`src/sv/bblc_pkg.sv`:
```
`timescale 1ns / 1ps

package bblc_pkg;

    localparam int ENTRIES_DEF = 32;
    localparam logic [47:0] BUDGET_RST = 48'd268435456;

    localparam logic [2:0] ACT_PUT      = 3'd0;
    localparam logic [2:0] ACT_GET      = 3'd1;
    localparam logic [2:0] ACT_CONTAINS = 3'd2;
    localparam logic [2:0] ACT_CLEAR    = 3'd3;
    localparam logic [2:0] ACT_RANGE    = 3'd4;

    typedef struct packed {
        logic [2:0]         action;
        logic signed [31:0] frame_number;
        logic [31:0]        frame_bytes;
        logic signed [31:0] range_low;
        logic signed [31:0] range_high;
    } t_req;

    typedef struct packed {
        logic        found;
        logic [4:0]  slot;
        logic [5:0]  evicted_count;
        logic [47:0] total_bytes;
        logic [31:0] hit_count;
        logic [31:0] miss_count;
    } t_rsp;

    function automatic logic [47:0] sat_add48(input logic [47:0] a, input logic [31:0] b);
        logic [48:0] s;
        s = {1'b0, a} + {17'b0, b};
        return s[48] ? 48'hFFFF_FFFF_FFFF : s[47:0];
    endfunction

    function automatic logic [47:0] floor_sub48(input logic [47:0] a, input logic [31:0] b);
        logic [47:0] bb;
        bb = {16'b0, b};
        return (a > bb) ? (a - bb) : 48'd0;
    endfunction

endpackage

```
`src/sv/byte_budget_lru_cache.sv`:
```
`timescale 1ns / 1ps
// Channel   | Signals                                         | Handshake
// ----------+-------------------------------------------------+---------------------------
// request   | i_action, i_frame_number, i_frame_bytes,        | start & !busy
//           | i_range_low, i_range_high                       |
// result    | o_found, o_slot, o_evicted_count, o_total_bytes,| o_done, one cycle
//           | o_hit_count, o_miss_count                       |
// config    | psel, penable, pwrite, paddr, pwdata, prdata    | psel & penable & pwrite
//
// Every defined action walks the slot table through one shared scan unit and a registered
// table read; each scan issues every slot address, waits for the registered read and drains.
// Contains, get miss and clear take one scan plus the result state; a get hit adds a
// re-rank scan, a put of a held frame adds a byte-update state and a re-rank scan.
// A new put takes the lookup scan, a check state, one oldest-entry scan and check per
// eviction, a slot scan, an insert state and the result state.
// Clearing outside a range takes one scan plus one re-rank scan per removed entry.
// Reset is synchronous: the table is empty, totals and counters are zero.
// busy stays high until the cycle after o_done; the receiver cannot stall.

module byte_budget_lru_cache #(
    parameter int ENTRIES = bblc_pkg::ENTRIES_DEF
) (
    input  logic               i_clk,
    input  logic               i_rst_n,
    input  logic               start,
    output logic               busy,
    input  logic [2:0]         i_action,
    input  logic signed [31:0] i_frame_number,
    input  logic [31:0]        i_frame_bytes,
    input  logic signed [31:0] i_range_low,
    input  logic signed [31:0] i_range_high,
    output logic               o_done,
    output logic               o_found,
    output logic [4:0]         o_slot,
    output logic [5:0]         o_evicted_count,
    output logic [47:0]        o_total_bytes,
    output logic [31:0]        o_hit_count,
    output logic [31:0]        o_miss_count,
    input  logic               psel,
    input  logic               penable,
    input  logic               pwrite,
    input  logic [2:0]         paddr,
    input  logic [63:0]        pwdata,
    output logic [63:0]        prdata,
    output logic               pready
);
    import bblc_pkg::*;

    logic [47:0] r_budget;
    t_req req;
    t_rsp rsp;

    always_ff @(posedge i_clk) begin
        if (!i_rst_n) begin
            r_budget <= BUDGET_RST;
        end else if (psel && penable && pwrite) begin
            r_budget <= pwdata[47:0];
        end
    end

    assign pready = 1'b1;
    assign prdata = {16'b0, r_budget};

    assign req.action       = i_action;
    assign req.frame_number = i_frame_number;
    assign req.frame_bytes  = i_frame_bytes;
    assign req.range_low    = i_range_low;
    assign req.range_high   = i_range_high;

    bblc_seq #(.ENTRIES(ENTRIES)) u_seq (
        .i_clk(i_clk), .i_rst_n(i_rst_n), .i_start(start), .i_req(req),
        .i_budget(r_budget), .o_busy(busy), .o_done(o_done), .o_rsp(rsp)
    );

    assign o_found         = rsp.found;
    assign o_slot          = rsp.slot;
    assign o_evicted_count = rsp.evicted_count;
    assign o_total_bytes   = rsp.total_bytes;
    assign o_hit_count     = rsp.hit_count;
    assign o_miss_count    = rsp.miss_count;

endmodule

```
`src/sv/bblc_ram.sv`:
```
`timescale 1ns / 1ps

module bblc_ram #(
    parameter int WIDTH = 32,
    parameter int DEPTH = 32
) (
    input  logic                     i_clk,
    input  logic                     i_we,
    input  logic [$clog2(DEPTH)-1:0] i_waddr,
    input  logic [WIDTH-1:0]         i_wdata,
    input  logic [$clog2(DEPTH)-1:0] i_raddr,
    output logic [WIDTH-1:0]         o_rdata
);

    logic [WIDTH-1:0] r_mem [DEPTH];

    always_ff @(posedge i_clk) begin
        if (i_we) begin
            r_mem[i_waddr] <= i_wdata;
        end
        o_rdata <= r_mem[i_raddr];
    end

endmodule

```
`src/sv/bblc_seq.sv`:
```
`timescale 1ns / 1ps

module bblc_seq #(
    parameter int ENTRIES = bblc_pkg::ENTRIES_DEF
) (
    input  logic           i_clk,
    input  logic           i_rst_n,
    input  logic           i_start,
    input  bblc_pkg::t_req i_req,
    input  logic [47:0]    i_budget,
    output logic           o_busy,
    output logic           o_done,
    output bblc_pkg::t_rsp o_rsp
);
    import bblc_pkg::*;

    localparam int IW = $clog2(ENTRIES);
    localparam logic [IW:0] N_ENT = (IW+1)'(ENTRIES);

    typedef enum logic [8:0] {
        S_IDLE    = 9'b000000001,
        S_LOOK    = 9'b000000010,
        S_ADDB    = 9'b000000100,
        S_EVCHK   = 9'b000001000,
        S_FINDOLD = 9'b000010000,
        S_ADJ     = 9'b000100000,
        S_INSERT  = 9'b001000000,
        S_RSCAN   = 9'b010000000,
        S_DONE    = 9'b100000000
    } t_state;

    typedef enum logic [2:0] {
        M_INC_ALL   = 3'b001,
        M_INC_BELOW = 3'b010,
        M_DEC_ABOVE = 3'b100
    } t_mode;

    t_state r_state, n_state;
    t_mode  r_mode, n_mode;
    t_req   r_req, n_req;
    logic [IW:0]   r_idx, n_idx, r_n, n_n, r_removed, n_removed, r_cursor, n_cursor;
    logic          r_pv, n_pv, r_found, n_found, r_free_ok, n_free_ok;
    logic [IW-1:0] r_pidx, n_pidx, r_slot, n_slot, r_rank, n_rank;
    logic [ENTRIES-1:0] r_valid, n_valid;
    logic [31:0]   r_sbytes, n_sbytes, r_hits, n_hits, r_misses, n_misses;
    logic [47:0]   r_held, n_held;

    logic          key_we, bytes_we, age_we;
    logic [IW-1:0] age_waddr, age_wdata;
    logic [31:0]   rd_key, rd_bytes;
    logic [IW-1:0] rd_age;

    logic in_pass, issue, pass_end, cur_v, outside;

    bblc_ram #(.WIDTH(32), .DEPTH(ENTRIES)) u_key (
        .i_clk(i_clk), .i_we(key_we), .i_waddr(r_slot), .i_wdata(r_req.frame_number),
        .i_raddr(r_idx[IW-1:0]), .o_rdata(rd_key)
    );
    bblc_ram #(.WIDTH(32), .DEPTH(ENTRIES)) u_bytes (
        .i_clk(i_clk), .i_we(bytes_we), .i_waddr(r_slot), .i_wdata(r_req.frame_bytes),
        .i_raddr(r_idx[IW-1:0]), .o_rdata(rd_bytes)
    );
    bblc_ram #(.WIDTH(IW), .DEPTH(ENTRIES)) u_age (
        .i_clk(i_clk), .i_we(age_we), .i_waddr(age_waddr), .i_wdata(age_wdata),
        .i_raddr(r_idx[IW-1:0]), .o_rdata(rd_age)
    );

    assign in_pass  = (r_state == S_LOOK) || (r_state == S_FINDOLD) ||
                      (r_state == S_ADJ) || (r_state == S_RSCAN);
    assign issue    = r_idx < N_ENT;
    assign pass_end = (r_idx == N_ENT) && !r_pv;
    assign cur_v    = r_pv && r_valid[r_pidx];
    assign outside  = ($signed(rd_key) < r_req.range_low) ||
                      ($signed(rd_key) > r_req.range_high);

    always_comb begin
        n_state = r_state;  n_mode = r_mode;  n_req = r_req;
        n_idx = r_idx;  n_pv = 1'b0;  n_pidx = r_pidx;
        n_n = r_n;  n_removed = r_removed;  n_cursor = r_cursor;
        n_found = r_found;  n_free_ok = r_free_ok;  n_slot = r_slot;  n_rank = r_rank;
        n_valid = r_valid;  n_sbytes = r_sbytes;  n_hits = r_hits;  n_misses = r_misses;
        n_held = r_held;
        key_we = 1'b0;  bytes_we = 1'b0;  age_we = 1'b0;
        age_waddr = r_pidx;  age_wdata = '0;

        if (in_pass) begin
            n_idx  = issue ? r_idx + 1'b1 : r_idx;
            n_pv   = issue;
            n_pidx = r_idx[IW-1:0];
        end

        case (r_state)
            S_IDLE: begin
                if (i_start) begin
                    n_req = i_req;  n_removed = '0;  n_n = '0;
                    n_found = 1'b0;  n_slot = '0;  n_idx = '0;  n_pv = 1'b0;
                    case (i_req.action)
                        ACT_PUT, ACT_GET, ACT_CONTAINS, ACT_CLEAR: n_state = S_LOOK;
                        ACT_RANGE: n_state = S_RSCAN;
                        default:   n_state = S_DONE;
                    endcase
                end
            end
            S_LOOK: begin
                if (cur_v) begin
                    n_n = r_n + 1'b1;
                    if (rd_key == r_req.frame_number && !r_found &&
                        r_req.action != ACT_CLEAR) begin
                        n_found = 1'b1;  n_slot = r_pidx;
                        n_rank = rd_age;  n_sbytes = rd_bytes;
                    end
                end
                if (pass_end) begin
                    n_idx = '0;
                    case (r_req.action)
                        ACT_PUT: begin
                            if (r_found) begin
                                n_held = floor_sub48(r_held, r_sbytes);
                                bytes_we = 1'b1;
                                n_state = S_ADDB;
                            end else begin
                                n_state = S_EVCHK;
                            end
                        end
                        ACT_GET: begin
                            if (r_found) begin
                                if (r_hits != 32'hFFFF_FFFF) n_hits = r_hits + 1'b1;
                                n_mode = M_INC_BELOW;
                                n_state = S_ADJ;
                            end else begin
                                if (r_misses != 32'hFFFF_FFFF) n_misses = r_misses + 1'b1;
                                n_state = S_DONE;
                            end
                        end
                        ACT_CLEAR: begin
                            n_valid = '0;  n_held = '0;  n_removed = r_n;
                            n_state = S_DONE;
                        end
                        default: n_state = S_DONE;
                    endcase
                end
            end
            S_ADDB: begin
                n_held = sat_add48(r_held, r_req.frame_bytes);
                n_mode = M_INC_BELOW;  n_idx = '0;
                n_state = S_ADJ;
            end
            S_EVCHK: begin
                n_idx = '0;
                if (r_n != '0 && (r_n == N_ENT ||
                    sat_add48(r_held, r_req.frame_bytes) > i_budget)) begin
                    n_state = S_FINDOLD;
                end else begin
                    n_mode = M_INC_ALL;  n_free_ok = 1'b0;  n_slot = '0;
                    n_state = S_ADJ;
                end
            end
            S_FINDOLD: begin
                // oldest entry holds the top rank, count minus one
                if (cur_v && rd_age == IW'(r_n - 1'b1)) begin
                    n_slot = r_pidx;  n_sbytes = rd_bytes;
                end
                if (pass_end) begin
                    n_valid[r_slot] = 1'b0;
                    n_held = floor_sub48(r_held, r_sbytes);
                    n_n = r_n - 1'b1;
                    n_removed = r_removed + 1'b1;
                    n_state = S_EVCHK;
                end
            end
            S_ADJ: begin
                if (r_pv) begin
                    case (r_mode)
                        M_INC_ALL: begin
                            if (r_valid[r_pidx]) begin
                                age_we = 1'b1;  age_wdata = rd_age + 1'b1;
                            end else if (!r_free_ok) begin
                                n_free_ok = 1'b1;  n_slot = r_pidx;
                            end
                        end
                        M_INC_BELOW: begin
                            if (r_pidx == r_slot) begin
                                age_we = 1'b1;  age_wdata = '0;
                            end else if (r_valid[r_pidx] && rd_age < r_rank) begin
                                age_we = 1'b1;  age_wdata = rd_age + 1'b1;
                            end
                        end
                        M_DEC_ABOVE: begin
                            if (r_valid[r_pidx] && rd_age > r_rank) begin
                                age_we = 1'b1;  age_wdata = rd_age - 1'b1;
                            end
                        end
                        default: ;
                    endcase
                end
                if (pass_end) begin
                    case (r_mode)
                        M_INC_ALL:   n_state = S_INSERT;
                        M_DEC_ABOVE: begin
                            n_idx = r_cursor;
                            n_state = S_RSCAN;
                        end
                        default:     n_state = S_DONE;
                    endcase
                end
            end
            S_INSERT: begin
                key_we = 1'b1;  bytes_we = 1'b1;
                age_we = 1'b1;  age_waddr = r_slot;  age_wdata = '0;
                n_valid[r_slot] = 1'b1;
                n_held = sat_add48(r_held, r_req.frame_bytes);
                n_state = S_DONE;
            end
            S_RSCAN: begin
                if (cur_v && outside) begin
                    // drop the entry, re-rank survivors, then resume after it
                    n_valid[r_pidx] = 1'b0;
                    n_held = floor_sub48(r_held, rd_bytes);
                    n_removed = r_removed + 1'b1;
                    n_rank = rd_age;
                    n_cursor = {1'b0, r_pidx} + 1'b1;
                    n_mode = M_DEC_ABOVE;
                    n_idx = '0;  n_pv = 1'b0;
                    n_state = S_ADJ;
                end else if (pass_end) begin
                    n_state = S_DONE;
                end
            end
            S_DONE: n_state = S_IDLE;
            default: n_state = S_IDLE;
        endcase
    end

    always_ff @(posedge i_clk) begin
        if (!i_rst_n) begin
            r_state  <= S_IDLE;
            r_pv     <= 1'b0;
            r_valid  <= '0;
            r_held   <= '0;
            r_hits   <= '0;
            r_misses <= '0;
        end else begin
            r_state  <= n_state;
            r_pv     <= n_pv;
            r_valid  <= n_valid;
            r_held   <= n_held;
            r_hits   <= n_hits;
            r_misses <= n_misses;
        end
        r_mode <= n_mode;  r_req <= n_req;  r_idx <= n_idx;  r_pidx <= n_pidx;
        r_n <= n_n;  r_removed <= n_removed;  r_cursor <= n_cursor;
        r_found <= n_found;  r_free_ok <= n_free_ok;  r_slot <= n_slot;
        r_rank <= n_rank;  r_sbytes <= n_sbytes;
    end

    assign o_busy = (r_state != S_IDLE);
    assign o_done = (r_state == S_DONE);
    assign o_rsp.found         = r_found;
    assign o_rsp.slot          = 5'(r_slot);
    assign o_rsp.evicted_count = 6'(r_removed);
    assign o_rsp.total_bytes   = r_held;
    assign o_rsp.hit_count     = r_hits;
    assign o_rsp.miss_count    = r_misses;

endmodule

```
`config.mk`:
```
export PLATFORM = sky130hd
export DESIGN_NAME = byte_budget_lru_cache
export DESIGN_NICKNAME = d
export VERILOG_FILES = /design/src/sv/bblc_pkg.sv /design/src/sv/byte_budget_lru_cache.sv /design/src/sv/bblc_ram.sv /design/src/sv/bblc_seq.sv
export SDC_FILE = /design/constraint.sdc
export NUM_CORES = 2
export LEC_CHECK = 0
export BUFFER_PORTS_ARGS = -buffer_cell sky130_fd_sc_hd__buf_2
export CAP_MARGIN = 5
export CELL_PAD_IN_SITES_DETAIL_PLACEMENT = 2
export CELL_PAD_IN_SITES_GLOBAL_PLACEMENT = 2
export CORE_MARGIN = 1
export CORE_UTILIZATION = 50
export DETAILED_ROUTE_END_ITERATION = 16
export PLACE_DENSITY_LB_ADDON = 0.3
export SETUP_SLACK_MARGIN = 0.15
export SLEW_MARGIN = 0
export SYNTH_ARGS = -nofsm -noshare
export SYNTH_HDL_FRONTEND = slang
export SYNTH_SLANG_ARGS = --single-unit
```
`constraint.sdc`:
```
create_clock -name i_clk -period 17.52 [get_ports i_clk]
set_input_delay 0 -clock i_clk [delete_from_list [all_inputs] [get_ports i_clk]]
set_output_delay 0 -clock i_clk [all_outputs]
set_load 0.005 [all_outputs]
```
==> results of run 1 <==
-- kinds of logic after synthesis --
logic type / after synthesis / share of synthesized area
buffers and inverters: 647 / 0.0224
adder cells (fa/ha/maj): 229 / 0.0255
multiplexers: 826 / 0.116
XOR/XNOR: 200 / 0.0155
other: 2 / 0.0000663
flip-flops: 2686 / 0.688
AND/OR/NAND/NOR: 1393 / 0.0557
AO/OA/AOI/OAI: 1300 / 0.0772
-- through the flow --
stage	hold slack [ns]	area, µm²	utilization	std cells
after floorplan	0.0989	113000	-	7298
after global placement	0.176	119000	0.531	10400
after detailed placement	0.178	119000	0.531	10400
==> impl_metrics.json, run 1 <==
{
  "async_flop_share": 0,
  "syn_area_mm2": 0.113,
  "cts_setup_buffers": 0,
  "die_h_um": 478,
  "start_util": 0.503,
  "io_buffers": 358,
  "clockRootBuffer": "clkbuf_16",
  "ys.flop_type": "edfxtp_1",
  "synth_largest_area_cell": "edfxtp_1",
  "place_hpwl_um": 288000,
  "ys_seq_area_frac": 0.688,
  "numClockSinks": 2686,
  "synth_area_leaders": "edfxtp_1 (64%), mux4_2 (7.6%), dfxtp_1 (4.9%)",
  "num_rows": 174,
  "synth-edff-count": 2409,
  "die_x_um": 478,
  "holdBufCountCts": 430,
  "postSynthAreaPerCell_um2": 15.5,
  "ys_seq_elements": 2686,
  "stop_stage": "clock tree synthesis",
  "outcome": "aborted with a tool error",
  "synth_common_cells": "edfxtp_1 (2409), nand2_1 (589), mux2i_1 (412)",
  "firstError": "[ERROR DPL-0033] detailed placement checks failed during check placement.",
  "dp_slack_ns": 8.81,
  "gp_congestion": 0.904,
  "ys_types": 94,
  "clock_path_buffers": 4,
  "yosysWarnings": 0,
  "numCtsBuffers": 302,
  "synth_top_area_share": 0.639,
  "synth_most_common_cell": "edfxtp_1",
  "ctsResizeCount": 0,
  "synthCells": 7283,
  "ios": 395,
  "htreeDepth": 5
}
==> run 2: changes to the inputs <==
Settings changed: CELL_PAD_IN_SITES_DETAIL_PLACEMENT 2 to not set, CELL_PAD_IN_SITES_GLOBAL_PLACEMENT 2 to not set, CORE_UTILIZATION 50 to 40, PLACE_DENSITY_LB_ADDON 0.3 to 0.15, SETUP_SLACK_MARGIN 0.15 to not set.
==> impl_metrics.json, run 2 <==
{
  "gp_congestion": 0.897,
  "skew_ns": 0.0520,
  "fin_hold_ws_ns": 0.0750,
  "yosysWarnings": 0,
  "hold_viol": 0,
  "drtIter0Drc": 7121,
  "syn_to_final_growth_pct": 18.2,
  "grt_usage": 0.236,
  "coreArea_mm2": 0.280,
  "postSynthAreaPerCell_um2": 15.5,
  "final.min_clock_period_ns": 7.72,
  "wirelength_um": 343000,
  "grt_pass1_wl_um": 489000,
  "slowest_stage": "edfxtp_1",
  "drc": 0,
  "htreeDepth": 5,
  "worstPathRequired_ns": 18.15,
  "critPathCaptureType": "register",
  "syn_area_mm2": 0.113,
  "synth_top_area_share": 0.639,
  "leakage_nw": 44.2,
  "final_common_cell": "edfxtp_1",
  "crit_chain": "ha_1 > a21oi_1 > o22ai_1 > a311o_1 > a21o_1 > a31o_2 > a21boi_1 > buf_4 > nand2b_1 > nand2_1 > ha_1 > and3_1 > nand3_1 > nor4_1 > nand2_1 > nor4_1 > buf_4 > o31ai_1 > nor3b_1 > a21oi_1 > and2_1 > a2111oi_0 > buf_4",
  "die_x_um": 534,
  "ant_nets": 0,
  "place_hpwl_um": 195000,
  "cts_tree": "done",
  "synthCells": 7283,
  "start_kind": "register",
  "powerDensity_mw_per_mm2": 125,
  "fin_tns_setup_ns": 0,
  "drtPass1Iterations": 6,
  "clkLatencyLatePin_ns": 0.88,
  "cp_max_fo": 33,
  "min_path_cells": 2,
  "ys_seq_elements": 2686,
  "reg_top3": "u_seq.u_bytes.r_mem x1024, u_seq.u_key.r_mem x1024, u_seq.u_age.r_mem x160",
  "grt_overflow": 0,
  "placed_cell_area_mm2": 0.120,
  "hp-class": "input pin to register",
  "r2r_cells": 23,
  "synth_area_leaders": "edfxtp_1 (64%), mux4_2 (7.6%), dfxtp_1 (4.9%)",
  "ir_worst_vdd_uv": 76.5,
  "finalCritPeriodShare": 0.440,
  "design_area_mm2": 0.134,
  "num_rows": 194,
  "outcome": "finished, final reports clean",
  "ys.flop_type": "edfxtp_1",
  "antenna_found_initial": 22,
  "cp.arrival_ns": 8.35,
  "synth_largest_area_cell": "edfxtp_1",
  "fin_nets": 8585,
  "rsz0062_at_grt": "false",
  "synth_common_cells": "edfxtp_1 (2409), nand2_1 (589), mux2i_1 (412)",
  "start_util": 0.404,
  "maxCapViolCount": 0,
  "dieArea_mm2": 0.285,
  "dp_slack_ns": 9.73,
  "grt_pass1_vias": 68500,
  "cpPeakStageDelay_ns": 1.15,
  "crit_path_frequent_cell": "buf_4",
  "post_drt_via_cell_ratio": 5.73,
  "grt_max_degree": 127,
  "synth_most_common_cell": "edfxtp_1",
  "worst-setup-path-type": "register to register",
  "vias": 69400,
  "async_flop_share": 0,
  "drive_above_1_share": 0.181,
  "dp.cells": 11200,
  "clk_pin_slew_ns": 0.06,
  "slew_violations": 0,
  "clockRootBuffer": "clkbuf_16",
  "setup_ws_ns": 9.80,
  "clock_path_buffers": 4,
  "stdcell_count": 12100,
  "io_buffers": 358,
  "synth-edff-count": 2409,
  "setup_viol": 0,
  "numCtsBuffers": 296,
  "ctsResizeCount": 0,
  "numClockSinks": 2686,
  "ys_seq_area_frac": 0.688,
  "die_h_um": 534,
  "wl_per_cell_um": 28.3,
  "ys_types": 94,
  "slew_headroom": 0.195,
  "final_cell_mix": "edfxtp_1 (2409), nand2_1 (586), mux2i_1 (412)",
  "worstMarginPinSlew_ns": 1.21,
  "max_freq_mhz": 130,
  "ios": 395
}
run 2: worst paths after layout:
path | startpoint | endpoint | slack [ns]
setup / recovery | u_seq.r_req[70] | u_seq.r_slot[1] | 9.80
hold / removal | i_frame_bytes[0] | u_seq.r_req[64] | 0.08
setup reg to reg | u_seq.r_req[70] | u_seq.r_slot[1] | 9.80
hold reg to reg | u_seq.u_bytes.o_rdata[27] | u_seq.r_sbytes[27] | 0.43
run 2: area by class of cell:
class / count / area [µm²]
sequential: 2686 / 77900
multi-input combinational: 3965 / 33400
clock inverter: 144 / 1390
clock buffer: 388 / 8170
fill: 23900 / 146000
antenna: 4 / 10.0
inverter: 247 / 945
tap: 3724 / 4660
timing repair buffer: 956 / 7380
run 2: where the power goes:
part / internal [W] / leakage [nW] / switching [W]
Sequential: 0.00749 / 24.4 / 0.000236
Combinational: 0.00108 / 15.1 / 0.00179
Clock: 0.00363 / 4.68 / 0.00255
run 2: logic make-up after synthesis:
logic type,synth area share
XOR/XNOR,0.0155
adder cells (fa/ha/maj),0.0255
buffers and inverters,0.0224
multiplexers,0.116
AND/OR/NAND/NOR,0.0557
other,0.0000663
AO/OA/AOI/OAI,0.0772
flip-flops,0.688
run 2: what timing repair did:
action,in CTS,in global routing
endpoints found under the hold margin,280,0
setup buffers,0,0
hold buffers,405,0
run 2: metrics by stage:
step           total power [W]   util
2_1_floorplan          0.00964      -
3_3_place_gp            0.0106  0.429
3_5_place_dp            0.0107  0.429
4_1_cts                 0.0169  0.478
5_1_grt                 0.0174  0.478
6_report                0.0168  0.478
run 2: critical path: cells and delay by family (launching register included):
| kind | cells | cell delay, ns |
|---|---|---|
| AO/OA/AOI/OAI | 9 | 2.30 |
| AND/OR/NAND/NOR | 9 | 2.54 |
| flip-flops | 1 | 1.15 |
| adder cells (fa/ha/maj) | 2 | 0.85 |
| buffers and inverters | 3 | 0.61 |
run 2: metal layers:
layer  track usage  vias to the layer above  wire length (µm)
met5             0                        -                62
met2         0.380                     2458            161000
li1              -                    30400                 -
met1         0.334                    36000            151000
met3        0.0359                      459             23300
met4        0.0590                       12              7500
Note: power is estimated with default switching activity, not from simulation.
